<file path="config.mk">
export PLATFORM = sky130hd
export DESIGN_NAME = btpm_ram
export DESIGN_NICKNAME = d
export VERILOG_FILES = /design/src/rtl/btpm_ram.sv
export SDC_FILE = /design/constraint.sdc
export NUM_CORES = 1
export LEC_CHECK = 0
export BUFFER_PORTS_ARGS = -buffer_cell sky130_fd_sc_hd__clkbuf_2
export CORE_MARGIN = 2
export CORE_UTILIZATION = 50
export CTS_CLUSTER_SIZE = 25
export DETAILED_ROUTE_END_ITERATION = 6
export GPL_TIMING_DRIVEN = 0
export PLACE_DENSITY = 0.66
export SETUP_SLACK_MARGIN = 0.02
export SLEW_MARGIN = 5
export SYNTH_ARGS = -nofsm -noshare
export SYNTH_HDL_FRONTEND = slang
export SYNTH_SLANG_ARGS = --single-unit
</file>
<file path="constraint.sdc">
create_clock -name clk -period 4 [get_ports clk]
set_input_delay 0.6 -clock clk [delete_from_list [all_inputs] [get_ports clk]]
set_output_delay 0.6 -clock clk [all_outputs]
set_load 0.02 [all_outputs]
</file>
<file path="src/rtl/btpm_ram.sv">
// generic simple dual-port ram with registered read
`default_nettype none

module btpm_ram #(
  parameter int WIDTH = 8,
  parameter int DEPTH = 16
) (
  input  wire logic                     clk,
  input  wire logic                     we,
  input  wire logic [$clog2(DEPTH)-1:0] waddr,
  input  wire logic [WIDTH-1:0]         wdata,
  input  wire logic                     re,
  input  wire logic [$clog2(DEPTH)-1:0] raddr,
  output logic      [WIDTH-1:0]         rdata
);

  logic [WIDTH-1:0] mem [DEPTH];

  always_ff @(posedge clk) begin
    if (we) begin
      mem[waddr] <= wdata;
    end
    if (re) begin
      rdata <= mem[raddr];
    end
  end

endmodule

`default_nettype wire

</file>
* After elaboration in Yosys (flattened, before gate mapping)
Memory sizes are Yosys's and may differ from the RTL's. A register that Yosys moved wholly into a read port is not among the register bits.
Index checks and enable logic that the tools add are counted.
** Operators by class
- Multiplexer cells :: 2
** Operators by type and width (count)
- $mux W1 :: 2
** Storage, ports and cells
- Register bits :: 0
- Bits in writable memories :: 128
- Bits of input ports :: 19
- Output and inout port bits :: 8
- Logic and storage cells :: 3
- Memories kept :: 1
** Memory list
- mem :: depth 16, bits a word 8, read ports 1, clocked after Yosys merged registers in 1, wr ports 1, RTL line 17 : logic [WIDTH-1:0] mem [DEPTH];

* Depth between registers and ports, before layout
Gate-level depths: netlist of run 1.
- Depth after elaboration :: 2
- Gate-level depth with buffers :: 5
- Gate-level depth less buffers :: 3

* Worst setup path before layout of run 1
No wires, ideal clock.
- Kind :: input -> register
- Start :: input waddr[2]
- End :: memory mem[0][0] (enable)
- Arrival :: 1.710 ns
- Data required time :: 3.617 ns
- Setup slack :: 1.907 ns
- Cell stages on the path :: 2
- Path buffers :: 0
- Cell sequence :: or3b_2 > nor3_1
** RTL lines
- start: declaration :: RTL line 10 : input wire logic [$clog2(DEPTH)-1:0] waddr,
- end: declaration :: RTL line 17
Straight into the memory's write port.

* Worst setup path in the final report of run 1
- Start :: input waddr[2]
- End :: memory mem[2][3] (enable)
Straight into the memory's write port.

==> impl_metrics.env, run 1 <==
export IMPL_worst_pin_slew_ns=1.219
export IMPL_setup_worst_path_class="primary input to register"
export IMPL_cp_max_fo=8
export IMPL_cts_tree="yes"
export IMPL_syn2layout_area_growth_pct=15.92
export IMPL_nNetsFinal=292
export IMPL_power_total_mw=3.160
export IMPL_syn_area_sq_mm=0.005228
export IMPL_grt_pass1_wl_um=14560
export IMPL_dr_total_vias=2379
export IMPL_utilization_pct=59.23
export IMPL_final_setup_tns_ns=0
export IMPL_cts_hold_buf=0
export IMPL_fin_crit_ns=1.814
export IMPL_critPathMaxStageDelay_ns=0.68
export IMPL_drtPass1Iterations=4
export IMPL_place_area_sq_mm=0.005523
export IMPL_rsz0062_at_grt="no"
export IMPL_dp_hpwl_um=6036
export IMPL_synthFlopType="edfxtp_1"
export IMPL_hp_class="primary input to register"
export IMPL_yosys_area_top_type="edfxtp_1"
export IMPL_htreeDepth=4
export IMPL_fmax_ghz=0.5514
export IMPL_root_buffer="clkbuf_8"
export IMPL_syn_num_nets=248
export IMPL_insertion_delay_ns=0.50
export IMPL_final_max_slew_viol_count=0
export IMPL_dieArea_sq_mm=0.01129
export IMPL_die_y_um=106.3
export IMPL_critPathCaptureType="register"
export IMPL_rows=37
export IMPL_cap_violations=0
export IMPL_crit_buf_inv=1
export IMPL_portBuffers=25
export IMPL_path_cells="clkbuf_2, or3b_2, nor2_1"
export IMPL_cts_sinks=136
export IMPL_yosysSeqAreaShare_pct=78.12
export IMPL_drive_gt1_share_pct=28.77
export IMPL_yosysMostFrequentCell="edfxtp_1"
export IMPL_hold_viol=0
export IMPL_cts_buffer_depth=2
export IMPL_syn_inst=229
export IMPL_overflow=0
export IMPL_drtIter0Drc=182
export IMPL_cts_setup_buffers=0
export IMPL_wl_um=9445
export IMPL_synth_edf_count=136
export IMPL_power_density_mw_per_mm2=521.5
export IMPL_reg2reg_slack_ns=2.48
export IMPL_yosysTopAreaCellShare_pct=78.12
export IMPL_skew_ns=0.005805
export IMPL_relSlewSlack_pct=18.08
export IMPL_crit_family="simple AND/OR/NAND/NOR gates"
export IMPL_numCtsBuffers=17
export IMPL_fillers=726
export IMPL_p_leak_nw=2.025
export IMPL_slowest_stage="nor2_1"
export IMPL_final_area_sq_mm=0.006060
export IMPL_grt_max_degree=17
export IMPL_cts_resized=0
export IMPL_drtAntennaViolNets=0
export IMPL_async_flop_share_pct=0
export IMPL_synth_warnings=0
export IMPL_core_sq_mm=0.01023
export IMPL_fin_crit_sh_pct=45.34
export IMPL_crit_path_start="waddr[2]"
export IMPL_max_vdd_ir_drop_mv=0.2420
export IMPL_syn_avg_cell_area_sq_um=22.83
export IMPL_worstHoldStart="re"
export IMPL_die_x_um=106.3
export IMPL_drcViolationCount=0
export IMPL_ys_types=18
export IMPL_antenna_cells=0
export IMPL_status="finished, final reports clean"
export IMPL_start_util_pct=51.09
export IMPL_antenna_found_initial=0
export IMPL_reg2reg_from="mem[2][0]"
export IMPL_clkTransAtPathRegs_ns=0.06
export IMPL_cp_start_kind="primary input"
export IMPL_crit_arrival_ns=1.94
export IMPL_synth_top_cells_by_area="edfxtp_1 78%, mux4_2 7.8%, mux4_1 7.0%"
export IMPL_ys_ff_latch=136
export IMPL_synth_top_cells_by_count="136 x edfxtp_1, 18 x mux4_2, 16 x a22oi_1"
export IMPL_via_per_inst=5.651
export IMPL_grt_use_total_pct=18.72
export IMPL_grt_pass1_vias=2448
export IMPL_crit_required_ns=4.12
export IMPL_holdWs_ns=0.4473
export IMPL_gp_congestion=0.7284
export IMPL_post_drt_wl_per_cell_um=22.43
export IMPL_setup_viol=0
export IMPL_ios=27
-- layout make-up --
type                            count  area, sq um  area share (%)
Buffer                             10        86.33           1.425
Multi-Input combinational cell     83         1062           17.53
Clock buffer                       19        421.7           6.958
Clock inverter                     12        110.1           1.817
Timing Repair Buffer               25        125.1           2.065
Tap cell                          136        170.2           2.808
Sequential cell                   136         4084           67.40
-- stage by stage --
stage	cells	worst slack [ns]
final	421	2.186
after global routing	421	2.139
after CTS	421	1.921
after detailed placement	390	1.379
after global placement	390	1.337
after floorplan	229	1.907
-- state kept, by name (all words and copies together) (netlist names) --
| name | count |
|---|---|
| mem | 128 |
| rdata | 8 |
-- power breakdown --
part	total, mW	switching, mW	internal, mW
Combinational	0.155	0.0934	0.0616
Sequential	1.61	0.00674	1.61
Clock	1.39	0.523	0.868
-- kinds of logic after synthesis --
group | count (synthesis) | synth area share, %
multiplexers | 32 | 14.79
flip-flops | 136 | 78.12
AO/OA/AOI/OAI | 16 | 2.298
AND/OR/NAND/NOR | 35 | 3.136
buffers and inverters | 10 | 1.651
-- final timing paths --
kind / cells past startpoint / to
worst min register to register: 3 / rdata[4]
worst max register to register: 3 / rdata[0]
worst max-delay path: 3 / mem[2][3]
worst min-delay path: 1 / rdata[5]
-- placed cells by master (no fill, tap or decap) --
master	instances
nor2_1	13
buf_6	3
clkbuf_16	16
clkinv_2	7
nand3_1	1
edfxtp_1	136
nor2b_1	1
clkbuf_1	2
or3b_2	1
a22oi_1	16
nor3_2	1
buf_2	3
nand3b_1	2
clkdlybuf4s25_2	3
clkinvlp_4	1
clkbuf_2	25
mux4_1	14
nand2b_1	2
buf_4	1
clkinv_1	2
clkbuf_8	1
mux4_2	18
and2_1	1
nor3_1	3
bufinv_16	2
nand2_1	9
and2b_1	1
-- per-layer routing --
metal	GRT usage [%]	vias up	wire (um)	share of wire (%)
met3	5.641	6	652	6.9
met1	26.25	1219	3915	41
met2	28.07	82	4780	51
met5	0	-	0	0
met4	7.143	0	97	1.0
li1	-	1072	-	-
Power figures use the tool's default switching activity.
==> run 2: changes to the inputs <==
--- a/config.mk
+++ b/config.mk
@@ -11,7 +11,7 @@
 export CTS_CLUSTER_SIZE = 25
 export DETAILED_ROUTE_END_ITERATION = 6
 export GPL_TIMING_DRIVEN = 0
-export PLACE_DENSITY = 0.66
+export PLACE_DENSITY = 0.69
 export SETUP_SLACK_MARGIN = 0.02
 export SLEW_MARGIN = 5
 export SYNTH_ARGS = -nofsm -noshare
==> constraint.sdc (replaced) <==
create_clock -name clk -period 1.5 [get_ports clk]
set_input_delay 0.225 -clock clk [delete_from_list [all_inputs] [get_ports clk]]
set_output_delay 0.225 -clock clk [all_outputs]
set_load 0.02 [all_outputs]
==> impl_metrics.env, run 2 (synthesized netlist as in run 1, its figures left out) <==
export IMPL_grt_pass1_wl_um=14950
export IMPL_final_common_cell="edfxtp_1"
export IMPL_fin_crit_ns=1.474
export IMPL_p_leak_nw=2.060
export IMPL_syn2layout_area_growth_pct=18.74
export IMPL_crit_arrival_ns=1.72
export IMPL_setup_viol=0
export IMPL_via_per_inst=5.654
export IMPL_wl_um=9799
export IMPL_dr_total_vias=2386
export IMPL_finalWorstSetupSlack_ns=0.02591
export IMPL_final_cell_mix="136 x edfxtp_1, 25 x clkbuf_2, 23 x mux4_2"
export IMPL_drcViolationCount=0
export IMPL_antenna_found_initial=0
export IMPL_top_register="mem"
export IMPL_setup_worst_path_class="register to register"
export IMPL_status="finished, final reports clean"
export IMPL_cts_sinks=136
export IMPL_drtAntennaViolNets=0
export IMPL_rows=37
export IMPL_dieArea_sq_mm=0.01129
export IMPL_overflow=0
export IMPL_grt_use_total_pct=19.07
export IMPL_drive_gt1_share_pct=34.27
export IMPL_clkTransAtPathRegs_ns=0.06
export IMPL_core_sq_mm=0.01023
export IMPL_cp_start_kind="register"
export IMPL_htreeDepth=4
export IMPL_max_vdd_ir_drop_mv=0.7348
export IMPL_cp_max_fo=1
export IMPL_worstHoldStart="re"
export IMPL_portBuffers=25
export IMPL_hold_viol=0
export IMPL_relSlewSlack_pct=17.26
export IMPL_timing_rr_end="rdata[0]"
export IMPL_fin_crit_sh_pct=98.27
export IMPL_hold_depth=1
export IMPL_cts_buffer_depth=2
export IMPL_min_to="rdata[2]"
export IMPL_dp_hpwl_um=5848
export IMPL_drtPass1Iterations=4
export IMPL_grt_max_degree=17
export IMPL_insertion_delay_ns=0.51
export IMPL_pre_cts_slack_ns=-0.5349
export IMPL_die_x_um=106.3
export IMPL_fin_cells=422
export IMPL_crit_path_start="mem[3][0]"
export IMPL_fillers=698
export IMPL_numCtsBuffers=17
export IMPL_final_area_sq_mm=0.006207
export IMPL_rsz0062_at_grt="yes"
export IMPL_r2r_cells=3
export IMPL_antenna_cells=0
export IMPL_root_buffer="clkbuf_8"
export IMPL_cts_setup_buffers=0
export IMPL_grt_pass1_vias=2402
export IMPL_cap_violations=0
export IMPL_cts_tree="yes"
export IMPL_reg2reg_from="mem[3][0]"
export IMPL_utilization_pct=60.67
export IMPL_skew_ns=0.009411
export IMPL_fmax_ghz=0.6784
export IMPL_nNetsFinal=292
export IMPL_drtIter0Drc=209
export IMPL_holdWs_ns=0.08827
export IMPL_post_drt_wl_per_cell_um=23.22
export IMPL_crit_required_ns=1.75
export IMPL_reg_top3="mem: 128 flops, rdata: 8 flops"
export IMPL_hp_class="primary input to register"
export IMPL_start_util_pct=51.09
export IMPL_place_area_sq_mm=0.005535
export IMPL_final_max_slew_viol_count=0
export IMPL_largest_reg_flops=128
export IMPL_worst_pin_slew_ns=1.232
export IMPL_gp_congestion=0.7383
export IMPL_die_y_um=106.3
export IMPL_power_density_mw_per_mm2=1487
export IMPL_critPathCaptureType="register"
export IMPL_reg2reg_slack_ns=0.03
export IMPL_ios=27
export IMPL_dpl_cell_count=390
-- run 2: changes by cell type in the layout (fill, tap and decap cells not counted) --
cell,previous run,this run
a22oi_1,16,8
mux4_1,14,9
mux4_2,18,23
clkinv_2,7,3
buf_8,0,2
a22oi_2,0,8
nor3_1,3,2
buf_6,3,1
nor3_2,1,2
clkbuf_1,2,0
bufinv_16,2,6
clkinv_1,2,3
clkinv_4,0,2
-- run 2: how the worst max path moves through the flow --
stage                     slack (ns)         to
final                           0.03   rdata[0]
after global routing           -0.03   rdata[0]
after CTS                      -0.01   rdata[0]
after detailed placement       -0.53  mem[8][3]
after global placement         -0.48  mem[8][1]
after floorplan               -0.001   rdata[1]
-- run 2: critical path, cell delays in order (launching register included) --
cell and delay [ns]:
edfxtp_1 0.37, mux4_2 0.49, a22oi_2 0.26, nand2_1 0.10
-- run 2: cell type report --
type	count	area, sq um	area share (%)
clock buffer	17	414.1	6.672
timing repair buffer	25	125.1	2.016
sequential	136	4084	65.79
clock inverter	15	231.5	3.729
buffer	10	93.84	1.512
multi-input combinational	83	1089	17.54
tap	136	170.2	2.741
-- run 2: per-layer routing --
metal / up-vias / track usage, % / share of wire (%)
li1: 1066 / - / -
met1: 1233 / 28.40 / 45
met2: 83 / 28.62 / 49
met3: 4 / 4.414 / 5.5
met4: 0 / 5.639 / 0.52
met5: - / 0 / 0
-- run 2: where the power goes --
group	switching [mW]	internal [mW]	leakage, nW
registers	0.0189	4.28	1.24
logic	0.268	0.175	0.510
clock network	1.47	3.01	0.314
total	1.76	7.47	2.06
-- run 2: per-stage QoR --
| stage | TNS (ns) | power, mW |
|---|---|---|
| after floorplan | -0.002893 | 4.620 |
| after global placement | -30.55 | 4.787 |
| after detailed placement | -31.57 | 4.803 |
| after CTS | -0.01264 | 9.273 |
| after global routing | -0.02553 | 9.489 |
| final | 0 | 9.229 |
-- run 2: timing repair --
item | in CTS | in global routing
hold buffers | 0 | 0
resized for setup | 5 | 9
setup endpoints to repair | 12 | 7
cloned | 0 | 0
pin swaps | 0 | 5
==> run 3: changes to the inputs <==
--- a/config.mk
+++ b/config.mk
@@ -12,8 +12,9 @@
 export DETAILED_ROUTE_END_ITERATION = 6
 export GPL_TIMING_DRIVEN = 0
 export PLACE_DENSITY = 0.69
+export RECOVER_POWER = 25
 export SETUP_SLACK_MARGIN = 0.02
-export SLEW_MARGIN = 5
+export SLEW_MARGIN = 10
 export SYNTH_ARGS = -nofsm -noshare
 export SYNTH_HDL_FRONTEND = slang
 export SYNTH_SLANG_ARGS = --single-unit
==> impl_metrics.env, run 3 (synthesized netlist as in run 1, its figures left out) <==
export IMPL_cts_sinks=136
export IMPL_numCtsBuffers=17
export IMPL_insertion_delay_ns=0.50
export IMPL_min_to="rdata[2]"
export IMPL_cp_start_kind="register"
export IMPL_post_drt_wl_per_cell_um=23.15
export IMPL_fin_crit_sh_pct=98.61
export IMPL_pre_cts_slack_ns=-0.5349
export IMPL_reg_top3="mem: 128 flops, rdata: 8 flops"
export IMPL_cts_hold_buf=0
export IMPL_largest_reg_flops=128
export IMPL_p_int_mw=7.468
export IMPL_ios=27
export IMPL_fmax_ghz=0.6761
export IMPL_cts_tree="yes"
export IMPL_grt_max_degree=17
export IMPL_clkTransAtPathRegs_ns=0.06
export IMPL_rsz0062_at_grt="yes"
export IMPL_cp_max_fo=1
export IMPL_drtPass1Iterations=4
export IMPL_worst_pin_slew_ns=1.090
export IMPL_worstHoldStart="re"
export IMPL_portBuffers=25
export IMPL_cap_violations=0
export IMPL_root_buffer="clkbuf_8"
export IMPL_final_max_slew_viol_count=0
export IMPL_dp_hpwl_um=5848
export IMPL_rows=37
export IMPL_setup_worst_path_class="register to register"
export IMPL_sw_frac_of_total_pct=19.07
export IMPL_relSlewSlack_pct=26.80
export IMPL_hold_depth=1
export IMPL_drcViolationCount=0
export IMPL_crit_arrival_ns=1.73
export IMPL_nNetsFinal=292
export IMPL_p_comb_share_pct=4.8
export IMPL_status="finished, final reports clean"
export IMPL_fin_crit_ns=1.479
export IMPL_hp_class="primary input to register"
export IMPL_switchingPower_mw=1.760
export IMPL_setup_viol=0
export IMPL_holdWs_ns=0.1610
export IMPL_p_clk_share_pct=48.6
export IMPL_grt_pass1_wl_um=14950
export IMPL_hold_viol=0
export IMPL_core_sq_mm=0.01023
export IMPL_die_x_um=106.3
export IMPL_grt_use_total_pct=19.07
export IMPL_dr_total_vias=2373
export IMPL_wl_um=9768
export IMPL_via_per_inst=5.623
export IMPL_reg2reg_from="mem[3][0]"
export IMPL_cts_buffer_depth=2
export IMPL_drtAntennaViolNets=0
export IMPL_syn2layout_area_growth_pct=18.72
export IMPL_antenna_found_initial=0
export IMPL_power_total_mw=9.228
export IMPL_max_vdd_ir_drop_mv=0.7322
export IMPL_power_density_mw_per_mm2=1487
export IMPL_top_register="mem"
export IMPL_final_common_cell="edfxtp_1"
export IMPL_overflow=0
export IMPL_start_util_pct=51.09
export IMPL_multi_input_area_sq_mm=0.001094
export IMPL_final_setup_tns_ns=0
export IMPL_critPathCaptureType="register"
export IMPL_skew_ns=0.007152
export IMPL_p_leak_nw=2.046
export IMPL_regArea_sq_mm=0.004084
export IMPL_timing_rr_end="rdata[0]"
export IMPL_reg2reg_slack_ns=0.02
export IMPL_dieArea_sq_mm=0.01129
export IMPL_crit_path_start="mem[3][0]"
export IMPL_finalWorstSetupSlack_ns=0.02090
export IMPL_crit_required_ns=1.75
export IMPL_p_seq_share_pct=46.6
export IMPL_htreeDepth=4
export IMPL_drive_gt1_share_pct=32.87
export IMPL_gp_congestion=0.7383
export IMPL_fillers=697
export IMPL_die_y_um=106.3
export IMPL_drtIter0Drc=201
export IMPL_r2r_cells=3
export IMPL_utilization_pct=60.66
export IMPL_grt_pass1_vias=2402
export IMPL_final_cell_mix="136 x edfxtp_1, 23 x mux4_2, 20 x clkbuf_2"
export IMPL_antenna_cells=0
[run 3: cell types whose count changed in the layout (fill, tap and decap cells not counted)]
cell      delta
clkbuf_1     +5
clkbuf_2     -5
nor3_1       -1
nor3_2       +1
[run 3: timing repair]
item                       CTS  global route
pin swaps                    0             5
gates resized for setup      5             9
setup endpoints to repair   12             7
setup buffers                0             0
gates cloned                 0             0
[run 3: worst max-delay path by stage]
| stage | endpoint | slack [ns] | cells past startpoint |
|---|---|---|---|
| floorplan | rdata[1] | -0.001 | 5 |
| global placement | mem[8][1] | -0.48 | 3 |
| detailed placement | mem[8][3] | -0.53 | 3 |
| CTS | rdata[0] | -0.01 | 3 |
| global route | rdata[0] | -0.03 | 3 |
| finish | rdata[0] | 0.02 | 3 |
[run 3: area by class of cell]
type	instances	area share (%)
Sequential cell	136	65.81
Clock buffer	17	6.673
Tap cell	136	2.742
Multi-Input combinational cell	83	17.62
Buffer	10	1.512
Clock inverter	15	3.730
Timing Repair Buffer	25	1.915
[run 3: power by group through the flow]
stage / clock [mW] / sequential, mW / combinational [mW]
2_1_floorplan: 0 / 4.40 / 0.219
3_3_place_gp: 0 / 4.37 / 0.413
3_5_place_dp: 0 / 4.38 / 0.422
4_1_cts: 4.53 / 4.30 / 0.435
5_1_grt: 4.70 / 4.31 / 0.477
6_report: 4.48 / 4.30 / 0.441
[run 3: worst max-delay path: stages (launching register included)]
cell,delay (ns)
edfxtp_1,0.37
mux4_2,0.49
a22oi_2,0.27
nand2_1,0.10
[run 3: through the flow]
step           area [sq um]  instances
2_1_floorplan          5240        229
3_3_place_gp           5535        390
3_5_place_dp           5535        390
4_1_cts                6197        422
5_1_grt                6206        422
6_report               6206        422
[run 3: metal layers]
layer	part of all wire [%]	up-vias	global-route usage, %
met1	45	1224	28.40
met3	5.4	6	4.414
met2	49	78	28.62
li1	-	1065	-
met5	0	-	0
met4	0.82	0	5.639
