--- src/rtl/btpm_pkg.sv ---
// shared types and constants of the binary trie prefix match engine
`default_nettype none

package btpm_pkg;

  localparam int DEF_NODE_COUNT   = 4096;
  localparam int DEF_ADDRESS_BITS = 32;

  localparam int ADDR_W  = 32;
  localparam int LEVEL_W = 6;
  localparam int PORT_W  = 16;

  localparam logic [LEVEL_W-1:0] DEPTH_RESET = 6'd32;

  localparam logic CMD_LOOKUP  = 1'b0;
  localparam logic CMD_INSERT  = 1'b1;
  localparam logic STATUS_DONE = 1'b0;
  localparam logic STATUS_FULL = 1'b1;

  typedef struct packed {
    logic               command;
    logic [ADDR_W-1:0]  ip_address;
    logic [LEVEL_W-1:0] prefix_length;
    logic [PORT_W-1:0]  route_port;
  } req_t;

  typedef struct packed {
    logic [PORT_W-1:0] match_port;
    logic              found;
    logic              status;
  } rsp_t;

endpackage

`default_nettype wire

--- src/rtl/btpm_ctrl.sv ---
// trie walk and route insert sequencer around the node store
`default_nettype none

module btpm_ctrl
  import btpm_pkg::*;
#(
  parameter int NODE_COUNT   = DEF_NODE_COUNT,
  parameter int ADDRESS_BITS = DEF_ADDRESS_BITS,
  localparam int IW     = $clog2(NODE_COUNT),
  localparam int NW     = $clog2(NODE_COUNT + 1),
  localparam int NODE_W = 2 * IW + 1 + PORT_W
) (
  input  wire logic               clk,
  input  wire logic               rst,
  input  wire logic               start,
  output logic                    busy,
  input  wire req_t               request,
  input  wire logic [LEVEL_W-1:0] lookup_depth,
  output logic                    done,
  output rsp_t                    result,
  output logic                    ram_we,
  output logic [IW-1:0]           ram_waddr,
  output logic [NODE_W-1:0]       ram_wdata,
  output logic                    ram_re,
  output logic [IW-1:0]           ram_raddr,
  input  wire logic [NODE_W-1:0]  ram_rdata
);

  localparam logic [2:0] ST_IDLE = 3'd0;
  localparam logic [2:0] ST_WALK = 3'd1;
  localparam logic [2:0] ST_CHECK = 3'd2;
  localparam logic [2:0] ST_WCUR = 3'd3;
  localparam logic [2:0] ST_WNEW = 3'd4;

  localparam logic [LEVEL_W-1:0] AB_V = LEVEL_W'(ADDRESS_BITS);
  localparam logic [NW-1:0]      NC_V = NW'(NODE_COUNT);

  // node layout: left, right, mark, port
  localparam int L_LO = IW + 1 + PORT_W;
  localparam int R_LO = 1 + PORT_W;
  localparam int M_B  = PORT_W;

  logic [2:0]              state;
  logic [ADDRESS_BITS-1:0] addr_q;
  logic                    cmd_q;
  logic [PORT_W-1:0]       port_q;
  logic [LEVEL_W-1:0]      limit;
  logic [LEVEL_W-1:0]      lvl;
  logic [LEVEL_W-1:0]      rem;
  logic [IW-1:0]           cur;
  logic [NODE_W-1:0]       node_q;
  logic                    root_valid;
  logic [NW-1:0]           next_free_node;
  logic                    hit;
  logic [PORT_W-1:0]       best;

  logic [NODE_W-1:0]  node_rd;
  logic [IW-1:0]      child;
  logic               bit_now;
  logic               go_on;
  logic [LEVEL_W-1:0] plen_sat;
  logic [LEVEL_W-1:0] depth_sat;
  logic [NW-1:0]      space;
  logic [IW-1:0]      fresh;
  logic [IW-1:0]      fresh_next;
  logic               hit_next;
  logic [PORT_W-1:0]  best_next;

  assign busy     = (state != ST_IDLE);
  assign bit_now  = addr_q[ADDRESS_BITS-1];
  assign node_rd  = (cur == '0 && !root_valid) ? '0 : ram_rdata;
  assign child    = bit_now ? node_rd[R_LO +: IW] : node_rd[L_LO +: IW];
  assign go_on    = (lvl < limit) && (child != '0);
  assign plen_sat = (request.prefix_length > AB_V) ? AB_V : request.prefix_length;
  assign depth_sat = (lookup_depth > AB_V) ? AB_V : lookup_depth;
  assign space    = NC_V - next_free_node;
  assign fresh    = next_free_node[IW-1:0];
  assign fresh_next = fresh + IW'(1);
  assign hit_next  = hit || node_rd[M_B];
  assign best_next = node_rd[M_B] ? node_rd[PORT_W-1:0] : best;

  // ram read side
  always_comb begin
    ram_re    = 1'b0;
    ram_raddr = '0;
    if (state == ST_IDLE) begin
      ram_re = start;
    end else if (state == ST_WALK) begin
      ram_re    = go_on;
      ram_raddr = child;
    end
  end

  // ram write side
  always_comb begin
    ram_we    = 1'b0;
    ram_waddr = cur;
    ram_wdata = node_q;
    if (state == ST_WCUR) begin
      ram_we = 1'b1;
      if (rem == '0) begin
        ram_wdata[M_B]          = 1'b1;
        ram_wdata[PORT_W-1:0]   = port_q;
      end else if (bit_now) begin
        ram_wdata[R_LO +: IW]   = fresh;
      end else begin
        ram_wdata[L_LO +: IW]   = fresh;
      end
    end else if (state == ST_WNEW) begin
      ram_we    = 1'b1;
      ram_waddr = fresh;
      ram_wdata = '0;
      if (rem == LEVEL_W'(1)) begin
        ram_wdata[M_B]        = 1'b1;
        ram_wdata[PORT_W-1:0] = port_q;
      end else if (bit_now) begin
        ram_wdata[R_LO +: IW] = fresh_next;
      end else begin
        ram_wdata[L_LO +: IW] = fresh_next;
      end
    end
  end

  always_ff @(posedge clk) begin
    if (rst) begin
      state          <= ST_IDLE;
      done           <= 1'b0;
      root_valid     <= 1'b0;
      next_free_node <= NW'(1);
    end else begin
      done <= 1'b0;
      if (ram_we && ram_waddr == '0) begin
        root_valid <= 1'b1;
      end
      case (state)
        ST_IDLE: begin
          if (start) begin
            state <= ST_WALK;
          end
        end
        ST_WALK: begin
          if (!go_on) begin
            if (cmd_q == CMD_INSERT) begin
              state <= ST_CHECK;
            end else begin
              state <= ST_IDLE;
              done  <= 1'b1;
            end
          end
        end
        ST_CHECK: begin
          if (next_free_node > NC_V || NW'(rem) > space) begin
            state <= ST_IDLE;
            done  <= 1'b1;
          end else begin
            state <= ST_WCUR;
          end
        end
        ST_WCUR: begin
          if (rem == '0) begin
            state <= ST_IDLE;
            done  <= 1'b1;
          end else begin
            state <= ST_WNEW;
          end
        end
        ST_WNEW: begin
          next_free_node <= next_free_node + NW'(1);
          if (rem == LEVEL_W'(1)) begin
            state <= ST_IDLE;
            done  <= 1'b1;
          end
        end
        default: begin
          state <= ST_IDLE;
        end
      endcase
    end
  end

  // datapath registers
  always_ff @(posedge clk) begin
    case (state)
      ST_IDLE: begin
        if (start) begin
          addr_q <= request.ip_address[ADDRESS_BITS-1:0];
          cmd_q  <= request.command;
          port_q <= request.route_port;
          limit  <= (request.command == CMD_INSERT) ? plen_sat : depth_sat;
          lvl    <= '0;
          cur    <= '0;
          hit    <= 1'b0;
          best   <= '0;
        end
      end
      ST_WALK: begin
        hit  <= hit_next;
        best <= best_next;
        if (go_on) begin
          cur    <= child;
          lvl    <= lvl + LEVEL_W'(1);
          addr_q <= addr_q << 1;
        end else begin
          node_q <= node_rd;
          rem    <= limit - lvl;
          if (cmd_q == CMD_INSERT) begin
            result <= '{match_port: '0, found: 1'b0, status: STATUS_DONE};
          end else begin
            result <= '{match_port: hit_next ? best_next : '0, found: hit_next,
                        status: STATUS_DONE};
          end
        end
      end
      ST_CHECK: begin
        if (next_free_node > NC_V || NW'(rem) > space) begin
          result.status <= STATUS_FULL;
        end
      end
      ST_WCUR: begin
        addr_q <= addr_q << 1;
      end
      ST_WNEW: begin
        addr_q <= addr_q << 1;
        rem    <= rem - LEVEL_W'(1);
      end
      default: begin
      end
    endcase
  end

`ifndef NO_ASSERTIONS
  a_done_pulse: assert property (@(posedge clk) disable iff (rst) done |=> !done)
    else $error("done held for more than one cycle");
  a_no_idle_write: assert property (@(posedge clk) disable iff (rst)
    (state == ST_IDLE) |-> !ram_we)
    else $error("node store written while idle");
  a_free_bound: assert property (@(posedge clk) disable iff (rst)
    next_free_node <= NC_V && next_free_node != '0)
    else $error("free node pointer out of range");
  a_full_clean: assert property (@(posedge clk) disable iff (rst)
    (done && result.status == STATUS_FULL) |-> (!result.found && result.match_port == '0))
    else $error("failed insert reported a match");
  a_alloc_has_room: assert property (@(posedge clk) disable iff (rst)
    (state == ST_WNEW) |-> (next_free_node < NC_V))
    else $error("allocation beyond node store");
`endif

endmodule

`default_nettype wire

--- config.mk ---
export PLATFORM = sky130hd
export DESIGN_NAME = btpm_ctrl
export DESIGN_NICKNAME = d
export VERILOG_FILES = /design/src/rtl/btpm_pkg.sv /design/src/rtl/btpm_ctrl.sv
export SDC_FILE = /design/constraint.sdc
export NUM_CORES = 1
export LEC_CHECK = 0
export BUFFER_PORTS_ARGS = -buffer_cell sky130_fd_sc_hd__buf_2
export CORE_MARGIN = 4
export CORE_UTILIZATION = 43
export DETAILED_ROUTE_END_ITERATION = 8
export GPL_ROUTABILITY_DRIVEN = 0
export PLACE_DENSITY = 0.65
export SLEW_MARGIN = 20
export SYNTH_ARGS = -nofsm -noshare
export SYNTH_HDL_FRONTEND = slang
export SYNTH_SLANG_ARGS = --single-unit
--- constraint.sdc ---
create_clock -name clk -period 14.7 [get_ports clk]
set_input_delay 4.41 -clock clk [delete_from_list [all_inputs] [get_ports clk]]
set_output_delay 4.41 -clock clk [all_outputs]
set_load 0.02 [all_outputs]
# Word level (Yosys, flattened, before mapping)
# Cells that the tools add are included.
[word_totals]
register_bits = 173
latchBits = 0
ramBits = 0
romBits = 0
in_bits = 105
output_inout_bits = 87
n_memories = 0
[classes]
addsub = 6
multipliers = 0
div_mod_pow = 0
order_cmp = 5
n_eq_ne = 10
shifts = 0
mux = 55
n_bitwise = 2
n_reduce_logical = 26
[op_table]
columns = ["cell", "n"]
rows = [
  ["$mux W12", 11],
  ["$mux W41", 3],
  ["$pmux W32 S3", 1],
  ["$mux W32", 2],
  ["$mux W24", 2],
  ["$mux W6", 6],
  ["$mux W17", 2],
  ["$mux W16", 2],
  ["$pmux W16 S2", 1],
  ["$logic_not A12 Y1", 2],
  ["$pmux W12 S2", 1],
  ["$pmux W6 S2", 2],
  ["$pmux W3 S5", 1],
  ["$add A13 B1 Y13 const B", 1],
  ["$gt A13 B13 Y1 const B", 1],
  ["$gt A6 B13 Y1", 1],
  ["$sub A13 B13 Y13 const A", 1],
  ["$add A12 B1 Y12 const B", 1],
  ["$gt A6 B6 Y1 const B", 2],
  ["$mux W1", 12],
  ["$mux W3", 4],
  ["$reduce_and A3 Y1", 4],
  ["$reduce_bool A12 Y1", 1],
  ["$ne A2 B2 Y1 const B", 4],
  ["22 further kinds", 36],
]

# Depth between registers and ports, before layout
# Gate-level depths: netlist of run 1.
[logic_depth]
word_depth = 8
depth_mapped = 11
mapped_depth_nobuf = 10

# Worst setup path after synthesis of run 1
# No wires, ideal clock.
[synth_timing]
path_type = "input to output"
startpoint = "input ram_rdata[17]"
endpoint = "output ram_re"
arrival_ns = 8.548
setup_slack_ns = 1.742
path_stages = 5
n_path_buf = 0
path_cell_list = "nor4b_1 nand4_1 and4_1 a21oi_1 a21oi_1"
[synth_via]
elab_chain_cells = 6
[synth_rtl]
columns = ["element", "line_no", "text"]
rows = [
  ["start: declaration", "btpm_ctrl.sv:26", "input wire logic [NODE_W-1:0] ram_rdata"],
  ["$mux W41", "btpm_ctrl.sv:71", "assign node_rd = (cur == '0 && !root_valid) ? '0 : ram_rdata;"],
  ["$mux W12", "btpm_ctrl.sv:72", "assign child = bit_now ? node_rd[R_LO +: IW] : node_rd[L_LO +: IW];"],
  ["$reduce_bool A12 Y1", "btpm_ctrl.sv:73", "assign go_on = (lvl < limit) && (child != '0);"],
  ["$logic_and A1 B1 Y1", "btpm_ctrl.sv:73", ""],
  ["$mux W1", "btpm_ctrl.sv:88", "end else if (state == ST_WALK) begin"],
  ["$mux W1", "btpm_ctrl.sv:86", "if (state == ST_IDLE) begin"],
  ["end: declaration", "btpm_ctrl.sv:24", "output logic ram_re,"],
]
# No other way between the ends.

# Final worst setup path of run 1
[layout_timing]
startpoint = "input ram_rdata[22]"
endpoint = "output ram_re"
# The elaborated chain is that of the path after synthesis.

==> flow_summary.json, run 1 <==
{
  "outcome": "complete, no violations",
  "post-route-period-util_pct": 69.7,
  "syn_inst": 828,
  "relSlewSlack_pct": 31.6,
  "final_util_pct": 52.3,
  "ant_nets": 0,
  "synth.most_common_cell": "edfxtp_1",
  "finalMaxSlewViolations": 0,
  "postSynthAreaPerCell_um2": 10.9,
  "fin_crit_ps": 10240,
  "synth_nets": 951,
  "power.leakage_uw": 0.00414,
  "fin_cells": 1271,
  "num-nets-final": 1112,
  "p_total_uw": 2000,
  "worst-setup-path-type": "primary input to output port",
  "wl_mm": 22.7,
  "cts_tree": "yes",
  "post_drt_wl_per_cell_um": 17.9,
  "vdd_ir_drop_max_mv": 0.100,
  "yosys.area.top_type": "edfxtp_1",
  "grt_max_degree": 62,
  "cts_hold_buffers": 0,
  "cts_made_buffers": 17,
  "clockRootBuffer": "clkbuf_16",
  "die_w_um": 153,
  "rsz0062_at_grt": "no",
  "dp_cells": 1240,
  "cp_max_fo": 4,
  "nFillCells": 1897,
  "synth-seq-cells": 173,
  "hpwlAfterDp_mm": 16.3,
  "synth_edf_count": 155,
  "synthArstFlopShare_pct": 0,
  "clock_latency_ps": 420,
  "drc_errors": 0,
  "drive_above_1_share_pct": 27.5,
  "skew_ps": 16.2,
  "core_mm2": 0.0204,
  "cp-end-kind": "output port",
  "antenna_found_initial": 0,
  "num_rows": 52,
  "grt_pass1_wl_mm": 35.3,
  "yosysSeqAreaShare_pct": 55.7,
  "initial_utilization_pct": 44.1,
  "cts_max_level": 4,
  "synthFlopType": "edfxtp_1",
  "clock_path_buffers": 2,
  "first_global_vias": 6468,
  "synth_common_cells": "155 x edfxtp_1, 94 x nand2_1, 75 x nor2_1, 52 x a21oi_1, 51 x and2_1",
  "final-setup-viol-count": 0,
  "ys_types": 62,
  "yosys_warnings": 0,
  "drtPass1Iterations": 5,
  "netlist_area_mm2": 0.00900,
  "required_ps": 10290,
  "hold_violations": 0,
  "clk_pin_slew_ps": 70,
  "grt_use_total_pct": 18.8,
  "avgViaCountPerCell": 5.35,
  "vias": 6795,
  "critPathLaunchType": "primary input",
  "drv_cap": 0,
  "synth_area_leaders": "edfxtp_1 52%, mux2_2 4.6%, dfxtp_1 4.0%",
  "syn_to_final_growth_pct": 18.6,
  "die_area_mm2": 0.0233,
  "cts_setup_buffers": 0,
  "arrival_ps": 5830,
  "numPortBuffers": 191,
  "overflow": 0,
  "hold_path.class": "flip-flop to flip-flop",
  "die_y_um": 153,
  "cts-resized-gates": 0,
  "fmax_ghz": 0.0976,
  "cts.sinks": 173,
  "setup_tns_ps": 0,
  "io_pins": 192,
  "powerDensity_mw_per_mm2": 187,
  "worst_pin_slew_ps": 1020,
  "drt_iter0_markers": 402,
  "yosysTopAreaCellShare_pct": 51.7,
  "diodes": 0
}
## state kept, by name (all words and copies together) (netlist names), 3 cells and up
name and count:
best 16, cur 12, lvl 6, port_q 16, next_free_node 13, state 3, rem 6, result 18
limit 6, addr_q 32, node_q 41
## metal layers
metal  vias to the layer above  GRT usage, %  routed length [um]
li1                       3351             -                   -
met1                      3182          27.6               10800
met2                       241          29.3               10300
met3                        21          3.04                1330
met4                         0          4.79                 280
met5                         -             0                   0
## metrics by stage
step	cell area, um2	setup slack (ps)	hold WS [ps]
after floorplan	9000	1740	450
after global placement	10200	4480	475
after detailed placement	10200	4450	489
after CTS	10700	4450	510
after global routing	10700	4370	535
final	10700	4460	514
## final timing paths
check	slack (ps)	end	start	cells after the start
hold / removal	510	root_valid$_SDFFE_PP0P_	root_valid$_SDFFE_PP0P_	1
setup reg to reg	11340	result[0]$_DFFE_PP_	addr_q[31]$_DFFE_PP_	7
hold reg to reg	510	root_valid$_SDFFE_PP0P_	root_valid$_SDFFE_PP0P_	1
setup / recovery	4460	ram_re	ram_rdata[22]	7
## critical path, stage by stage
cell	delay, ps
buf_2	110
nor4_1	390
nand4_1	130
and4_1	330
a21oi_4	190
a21oi_1	50
buf_2	200
## layout make-up
type                            count  area [um2]  area share (%)
Clock buffer                       22         444            4.16
Clock inverter                      9        67.6           0.633
Inverter                           19        71.3           0.668
Multi-Input combinational cell    581        3740            35.0
Sequential cell                   173        5010            47.0
Tap cell                          270         338            3.16
Timing Repair Buffer              197        1000            9.38
## cells in the final DEF (no fill, tap or decap), types with 3 or more instances in the layout
master	synthesis	layout
dfxtp_1	18	18
xor2_1	9	9
xnor2_1	15	15
mux2_2	37	37
clkbuf_16	0	17
nand3_1	11	11
nor2_1	75	75
a22o_1	16	16
clkbuf_1	47	5
or3_1	5	5
nor3_1	24	24
mux2i_1	13	13
ha_1	17	17
and3_1	7	7
or2_2	5	5
o31ai_1	3	3
a221o_1	15	15
nand2b_1	11	11
nor4_1	9	9
nand4_1	8	8
a31oi_1	5	4
edfxtp_1	155	155
o311ai_0	6	6
clkinvlp_4	0	6
o21ai_0	40	40
buf_4	0	6
a21oi_1	52	50
nand2_1	94	94
and2_1	51	51
inv_1	18	18
and4_1	3	3
nor2b_1	5	5
buf_2	1	191
o21a_1	3	3
nand3b_1	6	6
nor4b_1	3	3
## where the power goes
group | internal [uW] | switching, uW | total, uW | leakage, uW
clock | 216 | 184 | 400 | 0.000229
combinational | 266 | 458 | 724 | 0.00227
sequential | 788 | 89.8 | 878 | 0.00164
total | 1270 | 731 | 2000 | 0.00414
## cells by family (layout without fill, tap and decap cells)
logic type,count (synthesis),in the layout,synth area share (%)
xor+xnor,24,24,2.34
flops,173,173,55.7
simple gates,330,330,18.4
compound gates,157,157,11.3
fa+ha+maj,18,18,2.59
mux,52,52,6.41
buf+inv,74,247,3.27
(Power assumes the default switching activity.)
==> run 2: changes to the inputs <==
- PLACE_DENSITY: 0.65 -> 0.68
- clock period: 14.7 -> 9.2 ns (I/O delays scaled with it)
==> flow_summary.json, run 2 (synthesized netlist as in run 1, its figures left out) <==
{
  "die_y_um": 153,
  "power.internal_uw": 2070,
  "diodes": 0,
  "die_w_um": 153,
  "final_cell_mix": "191 x buf_2, 155 x edfxtp_1, 94 x nand2_1",
  "final_common_cell": "buf_2",
  "overflow": 0,
  "cp_max_fo": 4,
  "arrival_ps": 4220,
  "outcome": "complete, no violations",
  "io_pins": 192,
  "p_switching_uw": 1200,
  "die_area_mm2": 0.0233,
  "hold_violations": 0,
  "drt_iter0_markers": 534,
  "cts_setup_buffers": 0,
  "clockRootBuffer": "clkbuf_16",
  "critPathLaunchType": "primary input",
  "hold_start": "root_valid$_SDFFE_PP0P_",
  "num_rows": 52,
  "largest_reg_flops": 41,
  "hpwlAfterDp_mm": 16.5,
  "core_mm2": 0.0204,
  "required_ps": 6440,
  "hold_path.class": "flip-flop to flip-flop",
  "syn_to_final_growth_pct": 19.2,
  "top_register": "node_q",
  "cts_max_level": 4,
  "rr_worst_depth": 7,
  "cts_hold_buffers": 0,
  "grt_use_total_pct": 19.4,
  "drtPass1Iterations": 6,
  "fin_cells": 1272,
  "fmax_ghz": 0.143,
  "numPortBuffers": 191,
  "hold_depth": 1,
  "grt_max_degree": 62,
  "p_clk_share_pct": 21.1,
  "first_global_vias": 6532,
  "drc_errors": 0,
  "finalMaxSlewViolations": 0,
  "clk_pin_slew_ps": 60,
  "ant_nets": 0,
  "setup_tns_ps": 0,
  "cts_made_buffers": 17,
  "cp-end-kind": "output port",
  "rsz0062_at_grt": "no",
  "powerDensity_mw_per_mm2": 304,
  "antenna_found_initial": 0,
  "wl_mm": 23.1,
  "fin_crit_ps": 6980,
  "cts.sinks": 173,
  "skew_ps": 6.90,
  "avgViaCountPerCell": 5.47,
  "pwr-share-comb_pct": 35.6,
  "initial_utilization_pct": 44.1,
  "p_sw_share_pct": 36.8,
  "clock_path_buffers": 2,
  "grt_pass1_wl_mm": 36.2,
  "dp_cells": 1240,
  "relSlewSlack_pct": 29.7,
  "post-route-period-util_pct": 75.9,
  "worst-setup-path-type": "primary input to output port",
  "reg_top3": "node_q (41), addr_q (32), result (18)",
  "drive_above_1_share_pct": 27.8,
  "cts_tree": "yes",
  "r2r_start": "addr_q[31]$_DFFE_PP_",
  "final-setup-viol-count": 0,
  "p_seq_share_pct": 43.3,
  "power.leakage_uw": 0.00418,
  "vdd_ir_drop_max_mv": 0.164,
  "cp-startpoint": "ram_rdata[22]",
  "drv_cap": 0,
  "num-nets-final": 1112,
  "vias": 6959,
  "post_drt_wl_per_cell_um": 18.1,
  "worst_pin_slew_ps": 1050,
  "clock_latency_ps": 420,
  "cts-resized-gates": 0
}
## run 2: cell types whose count changed in the layout (fill, tap and decap cells not counted), moves of 2 or more
cell,change
inv_6,+4
clkinv_1,+3
clkinv_2,+2
clkinvlp_4,-6
inv_8,+2
clkbuf_1,-5
## run 2: cell type report
class / count / area [um2]
Inverter: 19 / 71.3
Sequential cell: 173 / 5010
Clock inverter: 15 / 136
Clock buffer: 17 / 425
Multi-Input combinational cell: 581 / 3740
Timing Repair Buffer: 197 / 1000
Tap cell: 270 / 338
Fill cell: 1843 / 9700
## run 2: final timing paths
check,endpoint,slack [ps]
worst max-delay path,ram_re,2220
worst min-delay path,root_valid$_SDFFE_PP0P_,500
worst max register to register,result[0]$_DFFE_PP_,5780
worst min register to register,root_valid$_SDFFE_PP0P_,500
## run 2: metal layers
layer  track usage (%)  wire length, um  up-vias
met5                 0                0        -
li1                  -                -     3356
met4              7.17              554        0
met2              29.4            10600      254
met1              27.6            10500     3314
met3              4.03             1350       35
## run 2: power by group through the flow
stage               clock (uW)  combinational [uW]  sequential [uW]
finish                     690                1160             1410
CTS                        706                1170             1410
floorplan                    0                 795             1400
global placement             0                1150             1420
detailed placement           0                1160             1430
global route               741                1270             1440
## run 2: through the flow
step	hold slack [ps]	cell area (um2)	utilization (%)	total power, uW	setup slack (ps)
after floorplan	450	9000	-	2190	992
after global placement	459	10200	49.7	2570	2230
after detailed placement	471	10200	49.7	2590	2190
after CTS	494	10700	52.5	3290	2180
after global routing	520	10700	52.5	3450	2170
final	502	10700	52.5	3270	2220
## run 2: worst max-delay path: stages
cell     delay (ps)
buf_2           110
nor4_1          410
nand4_1         140
and4_1          340
a21oi_4         190
a21oi_1          50
buf_2           200
